`src/hw/rtl/jsu_pkg.sv`:
```
// Shared types, codes and character constants of the JSON string unescaper.
package jsu_pkg;

  localparam int unsigned BYTE_W  = 8;
  localparam int unsigned COUNT_W = 16;
  localparam int unsigned RUN_MAX = 3;

  localparam logic [COUNT_W-1:0] COUNT_MAX = 16'hFFFF;
  localparam logic [COUNT_W-1:0] COUNT_ONE = 16'd1;

  localparam logic [BYTE_W-1:0] CH_QUOTE     = 8'h22;
  localparam logic [BYTE_W-1:0] CH_SLASH     = 8'h2F;
  localparam logic [BYTE_W-1:0] CH_BACKSLASH = 8'h5C;
  localparam logic [BYTE_W-1:0] CH_NEWLINE   = 8'h0A;
  localparam logic [BYTE_W-1:0] CH_LOWER_B   = 8'h62;
  localparam logic [BYTE_W-1:0] CH_LOWER_F   = 8'h66;
  localparam logic [BYTE_W-1:0] CH_LOWER_N   = 8'h6E;
  localparam logic [BYTE_W-1:0] CH_LOWER_R   = 8'h72;
  localparam logic [BYTE_W-1:0] CH_LOWER_T   = 8'h74;
  localparam logic [BYTE_W-1:0] CH_LOWER_U   = 8'h75;
  localparam logic [BYTE_W-1:0] CH_BACKSPACE = 8'h08;
  localparam logic [BYTE_W-1:0] CH_FORMFEED  = 8'h0C;
  localparam logic [BYTE_W-1:0] CH_RETURN    = 8'h0D;
  localparam logic [BYTE_W-1:0] CH_TAB       = 8'h09;

  typedef enum logic [2:0] {
    ST_BYTE       = 3'd0,
    ST_CLOSED     = 3'd1,
    ST_BAD_ESCAPE = 3'd2,
    ST_BAD_HEX    = 3'd3,
    ST_ENDED      = 3'd4
  } status_t;

  typedef struct packed {
    logic [1:0]                    count;
    logic [RUN_MAX-1:0][BYTE_W-1:0] bytes;
    status_t                       status;
    logic [COUNT_W-1:0]            line;
    logic [COUNT_W-1:0]            column;
  } run_t;

endpackage

```
`src/hw/rtl/jsu_stream_ifs.sv`:
```
// Valid/ready channel interfaces for text input words and decoded output words.
interface jsu_in_if;
  logic       valid;
  logic       ready;
  logic [7:0] text_byte;
  logic       end_of_text;

  modport source (output valid, output text_byte, output end_of_text, input ready);
  modport sink   (input valid, input text_byte, input end_of_text, output ready);
endinterface

interface jsu_out_if;
  logic        valid;
  logic        ready;
  logic [7:0]  out_byte;
  logic [2:0]  status;
  logic [15:0] line_number;
  logic [15:0] column_number;
  logic        last_of_run;

  modport source (output valid, output out_byte, output status, output line_number,
                  output column_number, output last_of_run, input ready);
  modport sink   (input valid, input out_byte, input status, input line_number,
                  input column_number, input last_of_run, output ready);
endinterface

```
`src/hw/rtl/jsu_decode.sv`:
```
// Input register, scan state and per-word decode into a run of up to three results.
module jsu_decode
  import jsu_pkg::*;
(
  input  logic              clk,
  input  logic              rst,
  input  logic              in_valid,
  output logic              in_ready,
  input  logic [BYTE_W-1:0] text_byte,
  input  logic              end_of_text,
  output logic              run_valid,
  input  logic              run_ready,
  output run_t              run
);

  typedef enum logic [1:0] {
    MODE_OUTSIDE = 2'd0,
    MODE_STRING  = 2'd1,
    MODE_ESCAPE  = 2'd2,
    MODE_HEX     = 2'd3
  } mode_t;

  logic               in_full;
  logic [BYTE_W-1:0]  in_byte;
  logic               in_end;

  mode_t              mode, mode_next;
  logic [1:0]         seen, seen_next;
  logic [15:0]        cp, cp_next;
  logic [COUNT_W-1:0] line, line_next;
  logic [COUNT_W-1:0] column, column_next;

  logic               hex_ok;
  logic [3:0]         hex_val;
  logic [15:0]        cp_shift;
  logic               fire;

  always_comb begin
    hex_ok  = 1'b1;
    hex_val = 4'd0;
    if (in_byte >= 8'h30 && in_byte <= 8'h39) begin
      hex_val = 4'(in_byte - 8'h30);
    end else if (in_byte >= 8'h61 && in_byte <= 8'h66) begin
      hex_val = 4'(in_byte - 8'h57);
    end else if (in_byte >= 8'h41 && in_byte <= 8'h46) begin
      hex_val = 4'(in_byte - 8'h37);
    end else begin
      hex_ok = 1'b0;
    end
  end

  assign cp_shift = {cp[11:0], hex_val};

  always_comb begin
    mode_next   = mode;
    seen_next   = seen;
    cp_next     = cp;
    line_next   = line;
    column_next = column;
    run.count   = 2'd0;
    run.bytes   = '0;
    run.status  = ST_BYTE;
    if (in_end) begin
      if (mode != MODE_OUTSIDE) begin
        run.count  = 2'd1;
        run.status = ST_ENDED;
        mode_next  = MODE_OUTSIDE;
        seen_next  = 2'd0;
        cp_next    = 16'd0;
      end
    end else begin
      if (column != COUNT_MAX) begin
        column_next = column + COUNT_ONE;
      end
      if (in_byte == CH_NEWLINE) begin
        column_next = COUNT_ONE;
        if (line != COUNT_MAX) begin
          line_next = line + COUNT_ONE;
        end
      end
      unique case (mode)
        MODE_OUTSIDE: begin
          if (in_byte == CH_QUOTE) begin
            mode_next = MODE_STRING;
          end
        end
        MODE_STRING: begin
          if (in_byte == CH_QUOTE) begin
            run.count  = 2'd1;
            run.status = ST_CLOSED;
            mode_next  = MODE_OUTSIDE;
            seen_next  = 2'd0;
            cp_next    = 16'd0;
          end else if (in_byte == CH_BACKSLASH) begin
            mode_next = MODE_ESCAPE;
          end else begin
            run.count    = 2'd1;
            run.bytes[0] = in_byte;
          end
        end
        MODE_ESCAPE: begin
          mode_next = MODE_STRING;
          run.count = 2'd1;
          unique case (in_byte)
            CH_QUOTE:     run.bytes[0] = CH_QUOTE;
            CH_SLASH:     run.bytes[0] = CH_SLASH;
            CH_BACKSLASH: run.bytes[0] = CH_BACKSLASH;
            CH_LOWER_B:   run.bytes[0] = CH_BACKSPACE;
            CH_LOWER_F:   run.bytes[0] = CH_FORMFEED;
            CH_LOWER_N:   run.bytes[0] = CH_NEWLINE;
            CH_LOWER_R:   run.bytes[0] = CH_RETURN;
            CH_LOWER_T:   run.bytes[0] = CH_TAB;
            CH_LOWER_U: begin
              run.count = 2'd0;
              mode_next = MODE_HEX;
              seen_next = 2'd0;
              cp_next   = 16'd0;
            end
            default: begin
              run.status = ST_BAD_ESCAPE;
              mode_next  = MODE_OUTSIDE;
              seen_next  = 2'd0;
              cp_next    = 16'd0;
            end
          endcase
        end
        MODE_HEX: begin
          if (!hex_ok) begin
            run.count  = 2'd1;
            run.status = ST_BAD_HEX;
            mode_next  = MODE_OUTSIDE;
            seen_next  = 2'd0;
            cp_next    = 16'd0;
          end else if (seen == 2'd3) begin
            mode_next = MODE_STRING;
            seen_next = 2'd0;
            cp_next   = 16'd0;
            if (cp_shift <= 16'h007F) begin
              run.count    = 2'd1;
              run.bytes[0] = cp_shift[7:0];
            end else if (cp_shift <= 16'h07FF) begin
              run.count    = 2'd2;
              run.bytes[0] = 8'hC0 | {3'd0, cp_shift[10:6]};
              run.bytes[1] = 8'h80 | {2'd0, cp_shift[5:0]};
            end else begin
              run.count    = 2'd3;
              run.bytes[0] = 8'hE0 | {4'd0, cp_shift[15:12]};
              run.bytes[1] = 8'h80 | {2'd0, cp_shift[11:6]};
              run.bytes[2] = 8'h80 | {2'd0, cp_shift[5:0]};
            end
          end else begin
            seen_next = seen + 2'd1;
            cp_next   = cp_shift;
          end
        end
        default: begin
          mode_next = MODE_OUTSIDE;
        end
      endcase
    end
    run.line   = line_next;
    run.column = column_next;
  end

  assign fire      = in_full && (run.count == 2'd0 || run_ready);
  assign run_valid = in_full && (run.count != 2'd0);
  assign in_ready  = !in_full || fire;

  always_ff @(posedge clk) begin
    if (rst) begin
      in_full <= 1'b0;
      mode    <= MODE_OUTSIDE;
      seen    <= 2'd0;
      cp      <= 16'd0;
      line    <= COUNT_ONE;
      column  <= COUNT_ONE;
    end else begin
      if (in_ready) begin
        in_full <= in_valid;
      end
      if (fire) begin
        mode   <= mode_next;
        seen   <= seen_next;
        cp     <= cp_next;
        line   <= line_next;
        column <= column_next;
      end
    end
  end

  always_ff @(posedge clk) begin
    if (in_valid && in_ready) begin
      in_byte <= text_byte;
      in_end  <= end_of_text;
    end
  end

endmodule

```
`src/hw/rtl/jsu_serialize.sv`:
```
// Result register that holds one run and hands its words out one per cycle while out_ready is high.
module jsu_serialize
  import jsu_pkg::*;
(
  input  logic               clk,
  input  logic               rst,
  input  logic               run_valid,
  output logic               run_ready,
  input  run_t               run,
  output logic               out_valid,
  input  logic               out_ready,
  output logic [BYTE_W-1:0]  out_byte,
  output logic [2:0]         status,
  output logic [COUNT_W-1:0] line_number,
  output logic [COUNT_W-1:0] column_number,
  output logic               last_of_run
);

  logic [1:0]                     remaining;
  logic [1:0]                     idx;
  logic [RUN_MAX-1:0][BYTE_W-1:0] bytes;
  status_t                        held_status;
  logic [COUNT_W-1:0]             held_line;
  logic [COUNT_W-1:0]             held_column;

  assign out_valid     = remaining != 2'd0;
  assign last_of_run   = remaining == 2'd1;
  assign run_ready     = remaining == 2'd0 || (last_of_run && out_ready);
  assign status        = held_status;
  assign line_number   = held_line;
  assign column_number = held_column;

  always_comb begin
    unique case (idx)
      2'd0:    out_byte = bytes[0];
      2'd1:    out_byte = bytes[1];
      2'd2:    out_byte = bytes[2];
      default: out_byte = '0;
    endcase
  end

  always_ff @(posedge clk) begin
    if (rst) begin
      remaining <= 2'd0;
      idx       <= 2'd0;
    end else if (run_valid && run_ready) begin
      remaining <= run.count;
      idx       <= 2'd0;
    end else if (out_valid && out_ready) begin
      remaining <= remaining - 2'd1;
      idx       <= idx + 2'd1;
    end
  end

  always_ff @(posedge clk) begin
    if (run_valid && run_ready) begin
      bytes       <= run.bytes;
      held_status <= run.status;
      held_line   <= run.line;
      held_column <= run.column;
    end
  end

endmodule

```
`src/hw/rtl/json_string_unescape_core.sv`:
```
// Top level of the streaming JSON string unescaper.
//   channel  | dir | word
//   in_ch    | in  | text_byte, end_of_text
//   out_ch   | out | out_byte, status, line_number, column_number, last_of_run
// One input word is taken per cycle while the result register keeps up; a word's
// results pass through the input register and then the result register. A \uXXXX escape
// yields up to three output words, one per cycle while out_ch is ready, from the result
// register, and input waits only while that run is still being drained.
// Reset clears the scan state, the position to line 1 column 1, and empties both registers.
// A stall on out_ch backs up through the result register into the input register.
module json_string_unescape_core
  import jsu_pkg::*;
(
  input logic       clk,
  input logic       rst,
  jsu_in_if.sink    in_ch,
  jsu_out_if.source out_ch
);

  logic run_valid;
  logic run_ready;
  run_t run;

  jsu_decode u_decode (
    .clk         (clk),
    .rst         (rst),
    .in_valid    (in_ch.valid),
    .in_ready    (in_ch.ready),
    .text_byte   (in_ch.text_byte),
    .end_of_text (in_ch.end_of_text),
    .run_valid   (run_valid),
    .run_ready   (run_ready),
    .run         (run)
  );

  jsu_serialize u_serialize (
    .clk           (clk),
    .rst           (rst),
    .run_valid     (run_valid),
    .run_ready     (run_ready),
    .run           (run),
    .out_valid     (out_ch.valid),
    .out_ready     (out_ch.ready),
    .out_byte      (out_ch.out_byte),
    .status        (out_ch.status),
    .line_number   (out_ch.line_number),
    .column_number (out_ch.column_number),
    .last_of_run   (out_ch.last_of_run)
  );

endmodule

```
`src/flat_wrapper.sv`:
```
// flat-port wrapper written by rule: the top's interface ports become plain ports
module json_string_unescape_core_flat import jsu_pkg::*;
  (clk, rst, in_ch_valid, in_ch_text_byte, in_ch_end_of_text, in_ch_ready, out_ch_valid, out_ch_out_byte, out_ch_status, out_ch_line_number, out_ch_column_number, out_ch_last_of_run, out_ch_ready);
  jsu_in_if in_ch_i ();
  jsu_out_if out_ch_i ();
  input logic clk;
  input logic rst;
  input wire logic [$bits(in_ch_i.valid)-1:0] in_ch_valid;
  input wire logic [$bits(in_ch_i.text_byte)-1:0] in_ch_text_byte;
  input wire logic [$bits(in_ch_i.end_of_text)-1:0] in_ch_end_of_text;
  output wire logic [$bits(in_ch_i.ready)-1:0] in_ch_ready;
  output wire logic [$bits(out_ch_i.valid)-1:0] out_ch_valid;
  output wire logic [$bits(out_ch_i.out_byte)-1:0] out_ch_out_byte;
  output wire logic [$bits(out_ch_i.status)-1:0] out_ch_status;
  output wire logic [$bits(out_ch_i.line_number)-1:0] out_ch_line_number;
  output wire logic [$bits(out_ch_i.column_number)-1:0] out_ch_column_number;
  output wire logic [$bits(out_ch_i.last_of_run)-1:0] out_ch_last_of_run;
  input wire logic [$bits(out_ch_i.ready)-1:0] out_ch_ready;
  assign in_ch_i.valid = in_ch_valid;
  assign in_ch_i.text_byte = in_ch_text_byte;
  assign in_ch_i.end_of_text = in_ch_end_of_text;
  assign in_ch_ready = in_ch_i.ready;
  assign out_ch_valid = out_ch_i.valid;
  assign out_ch_out_byte = out_ch_i.out_byte;
  assign out_ch_status = out_ch_i.status;
  assign out_ch_line_number = out_ch_i.line_number;
  assign out_ch_column_number = out_ch_i.column_number;
  assign out_ch_last_of_run = out_ch_i.last_of_run;
  assign out_ch_i.ready = out_ch_ready;
  json_string_unescape_core u_core (.clk(clk), .rst(rst), .in_ch(in_ch_i), .out_ch(out_ch_i));
endmodule
```
`config.mk`:
```
export PLATFORM = sky130hd
export DESIGN_NAME = json_string_unescape_core_flat
export DESIGN_NICKNAME = d
export VERILOG_FILES = /design/src/hw/rtl/jsu_pkg.sv /design/src/hw/rtl/jsu_stream_ifs.sv /design/src/hw/rtl/jsu_decode.sv /design/src/hw/rtl/jsu_serialize.sv /design/src/hw/rtl/json_string_unescape_core.sv /design/src/flat_wrapper.sv
export SDC_FILE = /design/constraint.sdc
export NUM_CORES = 1
export LEC_CHECK = 0
export BUFFER_PORTS_ARGS = -buffer_cell sky130_fd_sc_hd__buf_2
export CORE_MARGIN = 2
export CORE_UTILIZATION = 54
export DETAILED_ROUTE_END_ITERATION = 10
export PLACE_DENSITY = 0.76
export SYNTH_ARGS = -nofsm -noshare
export SYNTH_HDL_FRONTEND = slang
export SYNTH_SLANG_ARGS = --single-unit
```
`constraint.sdc`:
```
create_clock -name clk -period 5.5 [get_ports clk]
set_input_delay 0.825 -clock clk [delete_from_list [all_inputs] [get_ports clk]]
set_output_delay 0.825 -clock clk [all_outputs]
set_load 0.1 [all_outputs]
```
After elaboration in Yosys (flattened, before gate mapping) --
Cells that the tools add are included.
Operators by class: reductions and logical operators 29, multiply operators 0, shift-type cells 0, multiplexer cells 66, bitwise logic cells 3, div/mod/pow operators 0, equality and inequality tests 25, order comparisons 8, add/subtract/negate cells 8
Operator list (number):
- two-way mux 16 bit | 12
- two-way mux 12 bit | 6
- equality test 8 x 7 -> 1 bit, second input constant | 7
- one-hot mux 7 bit (8 select lines) | 1
- two-way mux 8 bit | 5
- two-way mux 2 bit | 19
- one-hot mux 12 bit (3 select lines) | 1
- one-hot mux 11 bit (3 select lines) | 1
- adder 16 x 1 -> 16 bit, second input constant | 2
- inequality test 16 bit, second input constant | 2
- two-way mux 26 bit | 1
- one-hot mux 8 bit (3 select lines) | 1
- equality test 8 x 6 -> 1 bit, second input constant | 2
- >= comparator 8 x 7 -> 1 bit, second input constant | 2
- less-or-equal comparator 16 x 11 -> 1 bit, second input constant | 1
- less-or-equal comparator 16 x 7 -> 1 bit, second input constant | 1
- less-or-equal comparator 8 x 7 -> 1 bit, second input constant | 2
- two-way mux 14 bit | 1
- two-way mux 4 bit | 3
- one-hot mux 2 bit (3 select lines) | 2
- AND reduction 5 bit | 2
- logical AND 1 bit | 9
- two-way mux 1 bit | 9
- inequality test 3 bit, second input constant | 3
- 25 further kinds | 44
Storage, ports and cells: word-level logic and storage cells 156, register bits after elaboration 121, bits in read-only memories 0, RAM bits 0, memories 0, bits in latches 0

Depth between registers and ports, before layout --
Gate-level depths: netlist (run 1).
depth after elaboration 22, depth in mapped cells 10, mapped depth without buffers 8

Modules after synthesis --
From an unflattened synthesis (run 1), not the netlist that was laid out.
Unflattened totals: cells, all modules 682, area total of the unflattened synthesis 6418.7 µm²
Modules (own cells, without submodules):
- jsu_decode | area each 4240.3 µm², cells an instance 573, sequential area each 1251.2 µm², times used 1
- jsu_serialize | area each 2178.3 µm², cells an instance 109, sequential area each 1851.8 µm², times used 1

Worst setup path before layout (run 1) --
OpenSTA, ideal clock, no wires.
path type register -> register, start reg u_core.u_decode.in_byte[0], end reg u_core.u_serialize.bytes[0] (netlist bit), enable pin, arrival time 4812 ps, clock period less this slack 5307 ps, setup time 494 ps, buffers on the path 0, stages on the path, launching flop included 8, path slack 193 ps, path through edfxtp_1 inv_1 ha_1 or4b_4 nor3_4 nand2_1 a31o_2 a21oi_1
Between the ends: longest elaborated chain between the ends 15, elaborated cells between the ends (all ways) 35, those cells by class add/sub (3); order compare (8); eq/ne (3); mux (15); reduce/logical (6)
RTL lines:
- from (decl) | line jsu_decode.sv:24 | logic [BYTE_W-1:0] in_byte;
- from (signal assigned) | line jsu_decode.sv:193 | in_byte <= text_byte;
- >= comparator 8 x 7 -> 1 bit or less-or-equal comparator 8 x 7 -> 1 bit (tied branches) | line jsu_decode.sv:45 | end else if (in_byte >= 8'h41 && in_byte <= 8'h46) begin
- logical AND 1 bit | line jsu_decode.sv:45
- two-way mux 4 bit | line jsu_decode.sv:45
- two-way mux 4 bit | line jsu_decode.sv:43 | end else if (in_byte >= 8'h61 && in_byte <= 8'h66) begin
- two-way mux 4 bit | line jsu_decode.sv:41 | if (in_byte >= 8'h30 && in_byte <= 8'h39) begin
- less-or-equal comparator 16 x 11 -> 1 bit | line jsu_decode.sv:141 | end else if (cp_shift <= 16'h07FF) begin
- two-way mux 1 bit | line jsu_decode.sv:141
- two-way mux 2 bit | line jsu_decode.sv:138 | if (cp_shift <= 16'h007F) begin
- two-way mux 26 bit | line jsu_decode.sv:134 | end else if (seen == 2'd3) begin
- two-way mux 2 bit | line jsu_decode.sv:128 | if (!hex_ok) begin
- one-hot mux 2 bit (3 select lines) * | line jsu_decode.sv:81 | unique case (mode)
- two-way mux 2 bit * | line jsu_decode.sv:63 | if (in_end) begin
- nonzero test 2 bit * | line jsu_decode.sv:166 | assign run_valid = in_full && (run.count != 2'd0);
- logical AND 1 bit * | line jsu_decode.sv:166
- logical AND 1 bit * | line jsu_serialize.sv:56 | if (run_valid && run_ready) begin
- to (signal assigned) | line jsu_serialize.sv:57 | bytes <= run.bytes;
- to (decl) | line jsu_serialize.sv:21 | logic [RUN_MAX-1:0][BYTE_W-1:0] bytes;
Mark *: on every way between the ends. The rest lies on a longest branch, timed or not. A chain may end at the register's enable or synchronous reset.

Worst setup path in the final report (run 1) --
start reg u_core.u_decode.in_byte[0], end out in_ch_ready
Between the ends: longest elaborated chain between the ends 16, elaborated cells between the ends (all ways) 36, those cells by class add/sub (3); order compare (8); eq/ne (3); mux (15); reduce/logical (7)
RTL lines:
- >= comparator 8 x 7 -> 1 bit or less-or-equal comparator 8 x 7 -> 1 bit (tied branches) | line jsu_decode.sv:45
- logical AND 1 bit | line jsu_decode.sv:45
- two-way mux 4 bit | line jsu_decode.sv:45
- two-way mux 4 bit | line jsu_decode.sv:43
- two-way mux 4 bit | line jsu_decode.sv:41
- less-or-equal comparator 16 x 11 -> 1 bit | line jsu_decode.sv:141
- two-way mux 1 bit | line jsu_decode.sv:141
- two-way mux 2 bit | line jsu_decode.sv:138
- two-way mux 26 bit | line jsu_decode.sv:134
- two-way mux 2 bit | line jsu_decode.sv:128
- one-hot mux 2 bit (3 select lines) * | line jsu_decode.sv:81
- two-way mux 2 bit * | line jsu_decode.sv:63
- logical NOT 2 bit * | line jsu_decode.sv:165 | assign fire = in_full && (run.count == 2'd0 || run_ready);
- logical OR 1 bit * | line jsu_decode.sv:165
- logical AND 1 bit * | line jsu_decode.sv:165
- logical OR 1 bit * | line jsu_decode.sv:167 | assign in_ready = !in_full || fire;
- to (decl) | line flat_wrapper.sv:11 | output wire logic [$bits(in_ch_i.ready)-1:0] in_ch_ready;
Marked as above.

==> key figures, run 1 <==
Outcome
  – Status: finished with violations
  – Failing checks: design-rule violations

Yosys
  – Largest cells by area after synthesis: edfxtp_1 (31%), dfxtp_1 (16%), a21oi_1 (5.1%), nand2_1 (4.9%), ha_1 (2.5%)
  – Fraction of registers with async set/reset: 0
  – Ys flop type: edfxtp_1
  – Top cell type's share of synthesized area: 0.308
  – Post-Syn Area per Cell: 9.66 um2
  – Mapped Nets: 693
  – Post-synth EDFFs: 66
  – Sequential share of the synthesized area: 0.472
  – Netlist cell types: 81
  – YS warnings: 0
  – Synth Instances: 667
  – Mapped cell area: 0.00644 mm2
  – Area leader, netlist: edfxtp_1
  – Synthesized flop and latch total: 119

Floorplan
  – I/O pin count: 59
  – DIE AREA: 0.0128 mm2
  – Core area: 0.0115 mm2
  – Die width: 113 um
  – Die extent in y: 113 um
  – Initial cell density of the core: 0.560
  – Row count: 39

Drt
  – Via count: 5424
  – Detailed router's first-iteration violation count: 502
  – Routed len/inst: 17.6 um
  – Drt drc: 3
  – DRT Wirelength: 15200 um
  – Routed Antenna Nets: 0
  – Vias per inst: 6.28
  – First-pass DRT Iterations: 9

Global route
  – Largest net degree at the start of global routing: 46
  – Antenna violations before repair: 0
  – GRT Total Usage: 0.245
  – First-pass GRT wire length: 25200 um
  – Aggregate global routing overflow: 0
  – Vias in the first global route: 5074

CTS
  – CTS buffer count: 17
  – Root Driver: clkbuf_16
  – PostCTS Resize Cnt: 0
  – TritonCTS clock tree: done
  – CTS Buffer Depth: 2
  – Clk slew on worst S/H paths: 0.05 ns
  – Latest clock arrival within the worst-skew pair: 0.41 ns
  – CTS hold repair buffers: 0
  – Clock Sink Count: 119
  – H-tree levels: 4
  – Postcts setup bufs: 0

Placement
  – Dpl cells: 832
  – HPWL Detailed: 10500 um
  – RePlAce Congestion: 0.930
  – DP Area: 0.00677 mm2
  – PortBufs: 58

Critical path
  – Data required, critical path: 4.68 ns
  – Worst-path fanout max: 15
  – Kind of critical path: flop to primary output
  – Startpoint types: flop
  – CP Capture Type: primary output
  – Worst Path Arrival: 3.32 ns

Power
  – Leak: 0.00277 uW
  – PD cells: 292 mW/mm2
  – Maximum VDD drop: 0.226 mV

STA
  – Setup repair after global routing missed its margin: no
  – Final Critical Period: 4.15 ns
  – Skew final: 0.00982 ns
  – Fmax: 0.241 GHz
  – Count of final setup violators: 0
  – Final period utilization: 0.754
  – Worst slew pin tran: 0.944 ns
  – Fin. Hold Viols: 0
  – Worst Hold Slack: 0.487 ns
  – Slew margin rel.: 0.370
  – Count of pins over their slew limit: 0
  – Setup_tns: 0 ns

Finish
  – Non-filler cells, final: 864
  – Area growth syn-to-layout: 13.7%
  – Commonest cells after routing, fill and taps aside: nand2_1 (84), edfxtp_1 (66), a21oi_1 (65)
  – Layout cell share with drive strength beyond 1: 0.158
  – Design area: 0.00732 mm2
  – Nets: 734
  – Commonest non-fill, non-tap cell in the layout: nand2_1
  – ANT cells: 0

Flow run
  – Max-cap violations: 0

Worst hold path
  – Type of the worst min-delay path: flop to flop
layout make-up:
cell class / count / area, um2
clock buffer: 17 / 425
multi-input combinational: 484 / 3130
tap: 143 / 179
inverter: 21 / 78.8
fill: 930 / 4190
timing repair buffer: 65 / 343
sequential: 119 / 3040
clock inverter: 15 / 129
synth_stat cells (all sizes together), types with 9 or more instances:
master and number:
a21oi 67, and2 12, buf 16, clkbuf 27, dfxtp 53, edfxtp 66, ha 13, inv 21
mux2i 13, nand2 84, nand2b 14, nand3 21, nand4 10, nor2 42, nor3 16, o21ai 20
o31ai 10, or4 11, xnor2 9
routing by layer:
layer / wire length, um / vias up / global-route usage
met5: 0 / - / 0
met4: 312 / 0 / 0.107
met3: 989 / 27 / 0.0536
met2: 7220 / 214 / 0.387
met1: 6710 / 2577 / 0.327
li1: - / 2606 / -
registers in the layout, indices dropped and copies added, names as in the netlist:
signal and count:
u_core.u_decode.column 16, u_core.u_decode.cp 12, u_core.u_decode.in_byte 8, u_core.u_decode.in_end 1, u_core.u_decode.in_full 1, u_core.u_decode.line 16, u_core.u_decode.mode 2, u_core.u_decode.seen 2
u_core.u_serialize.bytes 22, u_core.u_serialize.column_number 16, u_core.u_serialize.idx 2, u_core.u_serialize.line_number 16, u_core.u_serialize.remaining 2, u_core.u_serialize.status 3
through the flow:
step | setup WS (ns) | power (uW) | util
6_report | 1.35 | 2140 | 0.636
5_1_grt | 1.14 | 2200 | 0.636
4_1_cts | 1.39 | 2150 | 0.636
3_5_place_dp | 1.83 | 1130 | 0.588
3_3_place_gp | 1.95 | 1120 | 0.588
2_1_floorplan | 0.193 | 1100 | -
power breakdown:
part	internal, uW	switching [uW]
clock network	619	406
registers	944	21.5
logic	44.8	104
cells by family (layout without fill, tap and decap cells):
| family | Yosys count | in the layout | synth area share |
|---|---|---|---|
| simple gates | 261 | 261 | 0.221 |
| compound gates | 178 | 178 | 0.190 |
| flops | 119 | 119 | 0.472 |
| buf+inv | 64 | 118 | 0.0445 |
| xor+xnor | 16 | 16 | 0.0217 |
| mux | 16 | 16 | 0.0254 |
| fa+ha+maj | 13 | 13 | 0.0252 |
worst max-delay path, stage by stage, from the launching register on:
cell and delay [ns]:
edfxtp_1 0.50, inv_1 0.14, ha_1 0.28, o21ba_1 0.21, o21ai_0 0.41, a21o_1 0.57, a41oi_1 0.24, nand2_1 0.13
buf_2 0.43
final timing paths:
kind | start | endpoint | slack [ns] | depth (start not counted)
worst max-delay path | u_core.u_decode.in_byte[0]$_DFFE_PP_ | in_ch_ready | 1.35 | 8
worst min-delay path | u_core.u_decode.line[12]$_SDFFE_PP0P_ | u_core.u_decode.line[12]$_SDFFE_PP0P_ | 0.49 | 2
worst max register to register | u_core.u_decode.in_byte[0]$_DFFE_PP_ | u_core.u_decode.seen[0]$_SDFFE_PP0P_ | 1.78 | 9
worst min register to register | u_core.u_decode.line[12]$_SDFFE_PP0P_ | u_core.u_decode.line[12]$_SDFFE_PP0P_ | 0.49 | 2
No activity file was read; power rests on OpenSTA's default activity.
==> inputs of run 2 (changes only) <==
clock period = 3.5 ns   (was 5.5 ns; I/O delays follow)
==> key figures, run 2 (synthesis gave the netlist of run 1 again) <==
Outcome
  – Status: finished with violations
  – Failing checks: design-rule violations

Floorplan
  – Initial cell density of the core: 0.560
  – Row count: 39
  – I/O pin count: 59
  – DIE AREA: 0.0128 mm2
  – Die width: 113 um
  – Die extent in y: 113 um
  – Core area: 0.0115 mm2

Finish
  – Layout fillers: 941
  – ANT cells: 0
  – Commonest non-fill, non-tap cell in the layout: nand2_1
  – Area growth syn-to-layout: 15.0%
  – Largest register FFs: 22
  – Design area: 0.00741 mm2
  – Sequential standard cell area: 0.00304 mm2
  – Commonest cells after routing, fill and taps aside: nand2_1 (84), edfxtp_1 (66), a21oi_1 (65)
  – Nets: 746
  – Area of the multi-input gates: 0.00314 mm2
  – Biggest register: u_core.u_serialize.bytes
  – Final core occ: 0.643
  – Layout cell share with drive strength beyond 1: 0.168

Placement
  – RePlAce Congestion: 0.939
  – PortBufs: 58
  – HPWL Detailed: 10700 um
  – DP Area: 0.00684 mm2

STA
  – Count of pins over their slew limit: 0
  – Setup_tns: 0 ns
  – Final Critical Period: 3.36 ns
  – Setup repair after global routing missed its margin: no
  – Slew margin rel.: 0.373
  – Fin. Hold Viols: 0
  – Fmax: 0.298 GHz
  – Count of final setup violators: 0
  – Skew final: 0.00750 ns
  – Worst slew pin tran: 0.939 ns
  – Final period utilization: 0.960

Global route
  – Largest net degree at the start of global routing: 45
  – GRT Total Usage: 0.253
  – Antenna violations before repair: 0
  – Vias in the first global route: 5101
  – First-pass GRT wire length: 25900 um
  – Aggregate global routing overflow: 0

Power
  – Maximum VDD drop: 0.284 mV
  – PD cells: 450 mW/mm2
  – Leak: 0.00282 uW

CTS
  – TritonCTS clock tree: done
  – CTS buffer count: 17
  – CTS Buffer Depth: 2
  – CTS hold repair buffers: 0
  – Clock Sink Count: 119
  – Latest clock arrival within the worst-skew pair: 0.41 ns
  – Clk slew on worst S/H paths: 0.05 ns
  – Root Driver: clkbuf_16
  – H-tree levels: 4

Drt
  – Routed Antenna Nets: 0
  – DRT Wirelength: 15700 um
  – Vias per inst: 6.35
  – Drt drc: 2
  – Routed len/inst: 18.0 um
  – First-pass DRT Iterations: 10
  – Detailed router's first-iteration violation count: 500
  – Via count: 5559

Critical path
  – Worst Path Arrival: 2.83 ns
  – Critical-path top delay cell: or4b_4
  – Buffers & Inverters on Critical Path: 2
  – Delay-heaviest family, CP: simple AND/OR/NAND/NOR gates
  – Data required, critical path: 2.97 ns
  – Most used cell, CP: nand2_1
  – Startpoint types: flop
  – Kind of critical path: flop to primary output
  – CP Capture Type: primary output
  – Max stage delay on crit path: 0.51 ns
  – Worst-path cell chain: inv_1, ha_1, or4b_4, nor3_4, nand2_1, a41oi_2, nand2_1, buf_4
  – Worst-path fanout max: 7

Worst hold path
  – Type of the worst min-delay path: input pin to flop

Flow run
  – Max-cap violations: 0
==> run 2: worst paths after layout <==
check | from | end | slack [ns] | depth (start not counted)
worst max-delay path | u_core.u_decode.in_byte[0]$_DFFE_PP_ | in_ch_ready | 0.14 | 8
worst min-delay path | in_ch_text_byte[4] | u_core.u_decode.in_byte[4]$_DFFE_PP_ | 0.29 | 1
worst max register to register | u_core.u_decode.in_byte[0]$_DFFE_PP_ | u_core.u_decode.seen[0]$_SDFFE_PP0P_ | 0.31 | 9
worst min register to register | u_core.u_decode.column[11]$_SDFFE_PP0P_ | u_core.u_decode.column[11]$_SDFFE_PP0P_ | 0.49 | 2
==> run 2: layer usage <==
layer  wire [um]  track usage  vias up
met5           0            0        -
met1        6960        0.350     2687
met3        1000       0.0536       31
met2        7470        0.391      203
li1            -            -     2638
met4         301        0.102        0
==> run 2: where the power goes <==
| group | internal (uW) | switching, uW |
|---|---|---|
| Sequential | 1480 | 32.4 |
| Combinational | 76.1 | 167 |
| Clock | 985 | 589 |
==> run 2: through the flow <==
stage          setup slack (ns)  hold slack (ns)  power (uW)  cells
3_3_place_gp              0.206            0.466        1770    842
2_1_floorplan             0.125            0.449        1720    667
5_1_grt                  0.0123            0.283        3430    876
6_report                  0.140            0.292        3330    876
4_1_cts                 0.00799            0.277        3350    875
3_5_place_dp             0.0719            0.478        1780    842
==> run 2: timing repair <==
action / CTS / global route
buffers inserted: 1 / 1
resized for setup: 1 / 3
setup endpoints to repair: 1 / 7
pin swaps: 1 / 1
==> run 2: final cells by class <==
class | count | area share
clock buffers | 23 | 0.0618
multi-input cells | 484 | 0.423
clock inverters | 9 | 0.0105
repair buffers | 77 | 0.0588
well taps | 143 | 0.0242
inverters | 21 | 0.0106
flip-flops and latches | 119 | 0.411
